## src/rtl/core/fwrt_pkg.sv

```systemverilog
// fwrt_pkg: shared types, codes and the microcode ROM of the firewall rule table.
// Used by fwrt_rule_store and firewall_rule_table_core. No dependencies.
package fwrt_pkg;

   localparam int RULE_SLOTS = 32;
   localparam int SLOT_W     = 5;   // index of one rule slot
   localparam int COUNT_W    = 6;   // rule count, 0 .. RULE_SLOTS

   // request kinds
   localparam logic [1:0] KIND_ADD    = 2'd0;
   localparam logic [1:0] KIND_CHECK  = 2'd1;
   localparam logic [1:0] KIND_DELETE = 2'd2;

   // response status codes
   localparam logic [2:0] STATUS_ADDED    = 3'd0;
   localparam logic [2:0] STATUS_FULL     = 3'd1;
   localparam logic [2:0] STATUS_INVALID  = 3'd2;
   localparam logic [2:0] STATUS_ACCEPTED = 3'd3;
   localparam logic [2:0] STATUS_REJECTED = 3'd4;
   localparam logic [2:0] STATUS_DELETED  = 3'd5;
   localparam logic [2:0] STATUS_NOTFOUND = 3'd6;

   typedef struct packed {
      logic [1:0]  kind;
      logic [31:0] addr_first;
      logic [31:0] addr_last;
      logic [15:0] port_first;
      logic [15:0] port_last;
   } req_type;

   typedef struct packed {
      logic [2:0]        status;
      logic [SLOT_W-1:0] rule_slot;
   } rsp_type;

   typedef struct packed {
      logic [31:0] addr_lo;
      logic [31:0] addr_hi;
      logic [15:0] port_lo;
      logic [15:0] port_hi;
   } rule_type;

   typedef struct packed {
      logic              wr_en;
      logic [SLOT_W-1:0] wr_addr;
      logic [SLOT_W-1:0] rd_addr;
   } mem_ctrl_type;

   // microprogram steps
   typedef enum logic [3:0] {
      STEP_WAIT,
      STEP_DISP0,
      STEP_DISP1,
      STEP_ADD,
      STEP_CHK0,
      STEP_CHK1,
      STEP_DEL0,
      STEP_DEL1,
      STEP_SH0,
      STEP_SH1,
      STEP_DEL_DONE,
      STEP_R_INVALID,
      STEP_R_FULL,
      STEP_R_REJECT,
      STEP_R_ACCEPT,
      STEP_R_NOTFOUND
   } step_type;

   typedef enum logic [3:0] {
      COND_NEVER,
      COND_NOT_START,
      COND_IS_CHECK,
      COND_INVALID,
      COND_IS_DELETE,
      COND_FULL,
      COND_SCAN_END,
      COND_HIT,
      COND_MATCH
   } cond_type;

   typedef enum logic [1:0] {
      SLOT_ZERO,
      SLOT_SCAN,
      SLOT_TOTAL
   } slot_sel_type;

   // one control word; idx_inc only acts when neither branch is taken
   typedef struct packed {
      cond_type     br1_cond;
      step_type     br1_step;
      cond_type     br2_cond;
      step_type     br2_step;
      step_type     next_step;
      logic         load;
      logic         idx_clr;
      logic         idx_inc;
      logic         slot_cap;
      logic         add_write;
      logic         shift_write;
      logic         total_inc;
      logic         total_dec;
      logic         respond;
      logic [2:0]   status;
      slot_sel_type slot_sel;
   } ctrl_word_type;

   function automatic ctrl_word_type ucode_rom(input step_type pc);
      ctrl_word_type w;
      w           = '0;
      w.br1_cond  = COND_NEVER;
      w.br1_step  = STEP_WAIT;
      w.br2_cond  = COND_NEVER;
      w.br2_step  = STEP_WAIT;
      w.next_step = STEP_WAIT;
      w.slot_sel  = SLOT_ZERO;
      case (pc)
         STEP_WAIT: begin
            w.br1_cond  = COND_NOT_START;
            w.br1_step  = STEP_WAIT;
            w.load      = 1'b1;
            w.idx_clr   = 1'b1;
            w.next_step = STEP_DISP0;
         end
         STEP_DISP0: begin
            w.br1_cond  = COND_IS_CHECK;
            w.br1_step  = STEP_CHK0;
            w.br2_cond  = COND_INVALID;
            w.br2_step  = STEP_R_INVALID;
            w.next_step = STEP_DISP1;
         end
         STEP_DISP1: begin
            w.br1_cond  = COND_IS_DELETE;
            w.br1_step  = STEP_DEL0;
            w.br2_cond  = COND_FULL;
            w.br2_step  = STEP_R_FULL;
            w.next_step = STEP_ADD;
         end
         STEP_ADD: begin
            w.add_write = 1'b1;
            w.total_inc = 1'b1;
            w.respond   = 1'b1;
            w.status    = STATUS_ADDED;
            w.slot_sel  = SLOT_TOTAL;
         end
         STEP_CHK0: begin
            w.br1_cond  = COND_SCAN_END;
            w.br1_step  = STEP_R_REJECT;
            w.idx_inc   = 1'b1;
            w.next_step = STEP_CHK1;
         end
         STEP_CHK1: begin
            w.br1_cond  = COND_HIT;
            w.br1_step  = STEP_R_ACCEPT;
            w.br2_cond  = COND_SCAN_END;
            w.br2_step  = STEP_R_REJECT;
            w.idx_inc   = 1'b1;
            w.slot_cap  = 1'b1;
            w.next_step = STEP_CHK1;
         end
         STEP_DEL0: begin
            w.br1_cond  = COND_SCAN_END;
            w.br1_step  = STEP_R_NOTFOUND;
            w.idx_inc   = 1'b1;
            w.next_step = STEP_DEL1;
         end
         STEP_DEL1: begin
            w.br1_cond  = COND_MATCH;
            w.br1_step  = STEP_SH0;
            w.br2_cond  = COND_SCAN_END;
            w.br2_step  = STEP_R_NOTFOUND;
            w.idx_inc   = 1'b1;
            w.slot_cap  = 1'b1;
            w.next_step = STEP_DEL1;
         end
         STEP_SH0: begin
            w.br1_cond  = COND_SCAN_END;
            w.br1_step  = STEP_DEL_DONE;
            w.idx_inc   = 1'b1;
            w.next_step = STEP_SH1;
         end
         STEP_SH1: begin
            w.shift_write = 1'b1;
            w.br1_cond    = COND_SCAN_END;
            w.br1_step    = STEP_DEL_DONE;
            w.idx_inc     = 1'b1;
            w.next_step   = STEP_SH1;
         end
         STEP_DEL_DONE: begin
            w.total_dec = 1'b1;
            w.respond   = 1'b1;
            w.status    = STATUS_DELETED;
            w.slot_sel  = SLOT_SCAN;
         end
         STEP_R_INVALID: begin
            w.respond = 1'b1;
            w.status  = STATUS_INVALID;
         end
         STEP_R_FULL: begin
            w.respond = 1'b1;
            w.status  = STATUS_FULL;
         end
         STEP_R_REJECT: begin
            w.respond = 1'b1;
            w.status  = STATUS_REJECTED;
         end
         STEP_R_ACCEPT: begin
            w.respond  = 1'b1;
            w.status   = STATUS_ACCEPTED;
            w.slot_sel = SLOT_SCAN;
         end
         STEP_R_NOTFOUND: begin
            w.respond = 1'b1;
            w.status  = STATUS_NOTFOUND;
         end
         default: begin
            w.next_step = STEP_WAIT;
         end
      endcase
      return w;
   endfunction

endpackage

```

## src/rtl/core/fwrt_rule_store.sv

```systemverilog
// fwrt_rule_store: rule memory, one write and one registered read per cycle.
// Depends on fwrt_pkg.
module fwrt_rule_store (
   input  logic                   clock,
   input  fwrt_pkg::mem_ctrl_type mem_ctrl,
   input  fwrt_pkg::rule_type     wr_data,
   output fwrt_pkg::rule_type     rd_data
);

   fwrt_pkg::rule_type rules_mem [fwrt_pkg::RULE_SLOTS];
   fwrt_pkg::rule_type rd_data_ff;

   always_ff @(posedge clock) begin
      if (mem_ctrl.wr_en) begin
         rules_mem[mem_ctrl.wr_addr] <= wr_data;
      end
   end

   always_ff @(posedge clock) begin
      rd_data_ff <= rules_mem[mem_ctrl.rd_addr];
   end

   assign rd_data = rd_data_ff;

endmodule

```

## src/rtl/core/firewall_rule_table_core.sv

```systemverilog
// firewall_rule_table_core: ordered first-match firewall rule table, microcoded.
// Depends on fwrt_pkg and fwrt_rule_store.
//
// Use:
//   Request: drive req_word and raise start; the word is taken on the clock
//   edge where start is high and busy is low. busy stays high until the
//   response has been issued, so one request is in flight at a time and a new
//   word can be taken on the edge that ends the strobe cycle.
//   Response: rsp_word is valid for exactly one cycle while rsp_strobe is
//   high; the receiver must take it then, it cannot hold the block off.
//   Invalid, add and full requests are answered after the dispatch steps; a
//   check scans the stored rules in slot order up to the first hit or the
//   end, and a delete scans for the first exact match, then moves every
//   later rule to the next lower slot.
//   The scan and the shift both run at one rule per cycle through the single
//   read port of the rule memory; the shift writes slot j while reading j+2.
//   Control comes from a 16-step microprogram (fwrt_pkg::ucode_rom): each
//   step gives two conditional branches, a default next step and the
//   datapath strobes.
//   Reset clears the step counter, the rule count and the response strobe;
//   the rule memory is not cleared, slots at or beyond the count are never
//   read for a result.
module firewall_rule_table_core (
   input  logic              clock,
   input  logic              reset,
   input  logic              start,
   output logic              busy,
   input  fwrt_pkg::req_type req_word,
   output logic              rsp_strobe,
   output fwrt_pkg::rsp_type rsp_word
);

   // sequencer
   fwrt_pkg::step_type      step_ff, step_in;
   fwrt_pkg::ctrl_word_type ctrl;
   logic                    taken1, taken2;

   // datapath
   fwrt_pkg::req_type                 req_ff;
   logic [fwrt_pkg::COUNT_W-1:0]      idx_ff, idx_in;
   logic [fwrt_pkg::COUNT_W-1:0]      total_ff, total_in;
   logic [fwrt_pkg::COUNT_W-1:0]      idx_less1, idx_less2;
   logic [fwrt_pkg::SLOT_W-1:0]       slot_ff, slot_in;
   logic                              rsp_strobe_ff, rsp_strobe_in;
   fwrt_pkg::rsp_type                 rsp_ff, rsp_in;

   fwrt_pkg::mem_ctrl_type mem_ctrl;
   fwrt_pkg::rule_type     wr_data, rd_data, req_rule;

   logic rule_ok, hit, match, scan_end, full;

   fwrt_rule_store u_store (
      .clock    (clock),
      .mem_ctrl (mem_ctrl),
      .wr_data  (wr_data),
      .rd_data  (rd_data)
   );

   // condition flags
   assign req_rule.addr_lo = req_ff.addr_first;
   assign req_rule.addr_hi = req_ff.addr_last;
   assign req_rule.port_lo = req_ff.port_first;
   assign req_rule.port_hi = req_ff.port_last;

   assign rule_ok  = (req_ff.addr_first <= req_ff.addr_last) &&
                     (req_ff.port_first <= req_ff.port_last);
   // inclusive range test of the stored rule against the queried address and port
   assign hit      = (rd_data.addr_lo <= req_ff.addr_first) &&
                     (req_ff.addr_first <= rd_data.addr_hi) &&
                     (rd_data.port_lo <= req_ff.port_first) &&
                     (req_ff.port_first <= rd_data.port_hi);
   assign match    = (rd_data == req_rule);
   assign scan_end = (idx_ff == total_ff);
   assign full     = (total_ff == fwrt_pkg::COUNT_W'(fwrt_pkg::RULE_SLOTS));

   assign idx_less1 = idx_ff - fwrt_pkg::COUNT_W'(1);
   assign idx_less2 = idx_ff - fwrt_pkg::COUNT_W'(2);

   function automatic logic cond_eval(input fwrt_pkg::cond_type c, input logic start_now,
                                      input logic [1:0] kind, input logic ok,
                                      input logic is_full, input logic at_end,
                                      input logic is_hit, input logic is_match);
      logic r;
      case (c)
         fwrt_pkg::COND_NEVER:     r = 1'b0;
         fwrt_pkg::COND_NOT_START: r = !start_now;
         fwrt_pkg::COND_IS_CHECK:  r = (kind == fwrt_pkg::KIND_CHECK);
         // a kind other than add or delete (check is dispatched first), or a rule with reversed bounds
         fwrt_pkg::COND_INVALID:   r = (kind != fwrt_pkg::KIND_ADD) &&
                                       (kind != fwrt_pkg::KIND_DELETE) || !ok;
         fwrt_pkg::COND_IS_DELETE: r = (kind == fwrt_pkg::KIND_DELETE);
         fwrt_pkg::COND_FULL:      r = is_full;
         fwrt_pkg::COND_SCAN_END:  r = at_end;
         fwrt_pkg::COND_HIT:       r = is_hit;
         fwrt_pkg::COND_MATCH:     r = is_match;
         default:                  r = 1'b0;
      endcase
      return r;
   endfunction

   // next step and datapath controls
   always_comb begin
      ctrl   = fwrt_pkg::ucode_rom(step_ff);
      taken1 = cond_eval(ctrl.br1_cond, start, req_ff.kind, rule_ok, full,
                         scan_end, hit, match);
      taken2 = cond_eval(ctrl.br2_cond, start, req_ff.kind, rule_ok, full,
                         scan_end, hit, match);

      if (taken1) begin
         step_in = ctrl.br1_step;
      end else if (taken2) begin
         step_in = ctrl.br2_step;
      end else begin
         step_in = ctrl.next_step;
      end

      idx_in = idx_ff;
      if (ctrl.idx_clr) begin
         idx_in = '0;
      end else if (ctrl.idx_inc && !taken1 && !taken2) begin
         idx_in = idx_ff + fwrt_pkg::COUNT_W'(1);
      end

      total_in = total_ff;
      if (ctrl.total_inc) begin
         total_in = total_ff + fwrt_pkg::COUNT_W'(1);
      end else if (ctrl.total_dec) begin
         total_in = total_ff - fwrt_pkg::COUNT_W'(1);
      end

      // during a scan the registered read data belongs to slot idx - 1
      slot_in = ctrl.slot_cap ? idx_less1[fwrt_pkg::SLOT_W-1:0] : slot_ff;

      // memory: append at the count, or move a rule to the next lower slot
      mem_ctrl.rd_addr = idx_ff[fwrt_pkg::SLOT_W-1:0];
      mem_ctrl.wr_en   = ctrl.add_write || ctrl.shift_write;
      mem_ctrl.wr_addr = ctrl.add_write ? total_ff[fwrt_pkg::SLOT_W-1:0]
                                        : idx_less2[fwrt_pkg::SLOT_W-1:0];
      wr_data          = ctrl.add_write ? req_rule : rd_data;

      rsp_strobe_in   = ctrl.respond;
      rsp_in.status   = ctrl.status;
      case (ctrl.slot_sel)
         fwrt_pkg::SLOT_SCAN:  rsp_in.rule_slot = slot_ff;
         fwrt_pkg::SLOT_TOTAL: rsp_in.rule_slot = total_ff[fwrt_pkg::SLOT_W-1:0];
         default:              rsp_in.rule_slot = '0;
      endcase
   end

   // control state
   always_ff @(posedge clock) begin
      if (reset) begin
         step_ff       <= fwrt_pkg::STEP_WAIT;
         total_ff      <= '0;
         rsp_strobe_ff <= 1'b0;
      end else begin
         step_ff       <= step_in;
         total_ff      <= total_in;
         rsp_strobe_ff <= rsp_strobe_in;
      end
   end

   // payload registers
   always_ff @(posedge clock) begin
      if (ctrl.load) begin
         req_ff <= req_word;
      end
      idx_ff  <= idx_in;
      slot_ff <= slot_in;
      rsp_ff  <= rsp_in;
   end

   assign busy       = (step_ff != fwrt_pkg::STEP_WAIT);
   assign rsp_strobe = rsp_strobe_ff;
   assign rsp_word   = rsp_ff;

endmodule
```

## config.mk

```make
export PLATFORM = sky130hd
export DESIGN_NAME = firewall_rule_table_core
export DESIGN_NICKNAME = d
export VERILOG_FILES = /design/src/rtl/core/fwrt_pkg.sv /design/src/rtl/core/fwrt_rule_store.sv /design/src/rtl/core/firewall_rule_table_core.sv
export SDC_FILE = /design/constraint.sdc
export NUM_CORES = 2
export LEC_CHECK = 0
export ABC_AREA = 1
export ABC_CLOCK_PERIOD_IN_PS = 18800
export CAP_MARGIN = 20
export CORE_MARGIN = 1
export CORE_UTILIZATION = 60
export DETAILED_ROUTE_END_ITERATION = 16
export DONT_BUFFER_PORTS = 1
export MAX_ROUTING_LAYER = met4
export PLACE_DENSITY = 0.76
export SYNTH_ARGS = -nofsm -noshare
export SYNTH_HDL_FRONTEND = slang
export SYNTH_HIERARCHICAL = 1
export SYNTH_SLANG_ARGS = --single-unit
```

## constraint.sdc

```tcl
create_clock -name clock -period 18.8 [get_ports clock]
set_input_delay 0.94 -clock clock [delete_from_list [all_inputs] [get_ports clock]]
set_output_delay 0.94 -clock clock [all_outputs]
set_load 0.005 [all_outputs]
```

==> run metrics <==
number of global-route vias before repair=87,900; antenna viol nets, final=0; All-Layer GR Usage=33.7%; MaxCap Viol Count=0; post-layout util=65.9%; Overflow after GRT=0; Vias/cell=6.33; Nets=11,600; CP arrival=6.87 ns; max incr delay on CP=0.94 ns; worst r2r src=idx_ff[0]; area delta synth->final=9.29%; crit-path most repeated cell=nand2_1; clock skew=0.0548 ns; Initial DRT Pass Iterations=7; Routability Congestion=0.889; total number of yosys warnings=6; I/O Pins=111; clock-pin slew on the worst setup and hold paths=0.06 ns; FFs w/ async S/R, synth=0%; Synth Cell Area=135,000 um2; first-pass GRT wire length=554,000 um; initial drt markers=15,500; Yosys reg bits=3,296; Crit-path slowest cell=buf_4; pwr/cell area=141 nW/um2; f_max=0.167 GHz; average wire per standard cell=25.8 um; largest net degree at the start of global routing=223; syn_nets=11,700; Root Buffer=clkbuf_16; min-delay worst type=input port to flip-flop; clk sink count=3,296; Setup TNS Final=0 ns; most frequent cells in the layout=nand2_1 (3,965), edfxtp_1 (3,175), nand3_1 (2,718); H-tree depth=5; final setup vio count=0; Cell Rows=174; die height=477 um; nature of the critical path startpoint=flip-flop; Final Hold Viols=0; hpwl dp=192,000 um; Core Area=225,000 um2; Max Slew Vio Count=0; share of layout cells above drive strength 1=6.72%; R2R setup slack=12.83 ns; CP Capture Type=flip-flop; die area=228,000 um2; RR Endpoint=u_store/rd_data[11]; Max Fanout on Critical Path=193; worst reg2reg path depth=13; placed cells=14,000; Peak VDD IR=93.9 uV; Worst Tran Pin Value=1.24 ns; IO Port Bufs=0; Initial Util=60.3%; # DRC=0; fin cells=14,600; Clock Path Buffers=4; final period utilization=31.8%; Synth Instances=11,500; EDFF count, synth=3,175; commonest non-fill, non-tap cell in the layout=nand2_1; vias after detailed routing=92,600; worst-path cell chain=inv_16 > buf_4 > buf_4 > buf_4 > buf_4 > nand2_1 > nand3_1 > nand3_1 > nand2_1 > nand2_1 > nand2_1 > nand2_1 > nand2_1; setup repair bufs after CTS=0; fin crit period=5.97 ns; post-synthesis area per instance=11.8 um2; Clk Latency, worst-skew pair=0.97 ns; library cells used by synthesis=47; Routed WL=377,000 um; FILL cells=15,600; worst endpoint required time=19.70 ns; die width=477 um; sequential share of the synthesized area=72.2%; initial antenna violation count=9; Pleak=53.7 nW; Synth Flop Type=edfxtp_1; slew margin rel.=17.3%; RSZ-0062 raised after global routing=no; Hold Path Depth=0; CTS tree=built; status=finished, final reports clean; Worst Hold End=req_ff[29]; TritonCTS buffer count=336; hold path start=req_word[29]; Setup CP Type=flip-flop to flip-flop
-- per-layer routing --
metal / track usage (%) / up-vias / share of wire [%]
met3: 6.92 / 1059 / 14
met1: 45.1 / 44300 / 36
met2: 49.7 / 7046 / 45
li1: - / 40200 / -
met4: 15.9 / 0 / 5.0
met5: - / - / 0
-- state kept, by name, indices dropped and copies added (netlist names) --
register and count:
u_store/rules_mem 3072, total_ff 6, step_ff 4, u_store/rd_data 96, req_ff 98, idx_ff 6
rsp_word 8, rsp_strobe 1, slot_ff 5
-- worst max-delay path by stage --
stage,from,end
after CTS,idx_ff[0],u_store/rd_data[11]
after global routing,idx_ff[0],u_store/rd_data[11]
after detailed placement,idx_ff[0],u_store/rd_data[11]
final,idx_ff[0],u_store/rd_data[11]
after floorplan,step_ff[0],u_store/rules_mem[16][0]
after global placement,idx_ff[0],u_store/rd_data[11]
-- critical path, delay by kind of cell (launching register included) --
kind	cells	cell delay (ns)
buffers and inverters	5	4.19
and+or+nand+nor	8	0.83
DFF	1	0.65
-- stage by stage --
| step | total power [W] | hold WS (ns) | cell area (um2) | worst slack [ns] |
|---|---|---|---|---|
| after floorplan | 0.0128 | 0.468 | 135000 | 12.47 |
| after global placement | 0.0142 | 0.489 | 137000 | 13.05 |
| after detailed placement | 0.0144 | 0.503 | 137000 | 12.97 |
| after CTS | 0.0207 | 0.000780 | 148000 | 12.95 |
| after global routing | 0.0216 | 0.0251 | 148000 | 12.47 |
| final | 0.0209 | 0.0536 | 148000 | 12.83 |
-- cell type report --
type	instances	area [um2]	area share [%]
flip-flops and latches	3296	97800	66.1
multi-input cells	7282	33100	22.3
clock buffers	444	9160	6.19
well taps	2992	3740	2.53
repair buffers	242	2040	1.38
clock inverters	143	1290	0.872
inverters	228	912	0.616
diodes	8	20.0	0.0135
-- synth_stat cells, types with 55 or more instances --
library cell  number  share of area [%]
dfxtp_1          121                1.8
ha_1             155                1.4
clkbuf_1         102               0.28
buf_2            389                1.4
o21ai_0          115               0.42
nand3_1         2718                 10
a21oi_1           90               0.33
buf_4             55               0.30
edfxtp_1        3175                 70
buf_6             97               0.81
inv_1            211               0.58
nand2_1         3965                 11
nor2_1           129               0.36
-- what timing repair did --
| action | CTS | global route |
|---|---|---|
| hold buffers | 8 | 0 |
| endpoints found under the hold margin | 10 | 0 |
| gates resized for setup | 0 | 0 |
-- power by group --
| group | total, W | internal (W) | switching, W |
|---|---|---|---|
| clock network | 0.00643 | 0.00373 | 0.00270 |
| logic | 0.00475 | 0.00118 | 0.00357 |
| registers | 0.00968 | 0.00931 | 0.000375 |
-- kinds of logic (layout without fill, tap and decap cells) --
logic type,count (synthesis),in the layout,share of synthesized area [%]
flip-flops,3296,3296,72.2
other,0,8,0
XOR/XNOR,15,15,0.0970
AND/OR/NAND/NOR,6870,6870,21.7
adder cells (fa/ha/maj),156,156,1.45
buffers and inverters,913,1057,3.60
AO/OA/AOI/OAI,241,241,0.942
No activity file was read; power rests on OpenSTA's default activity.
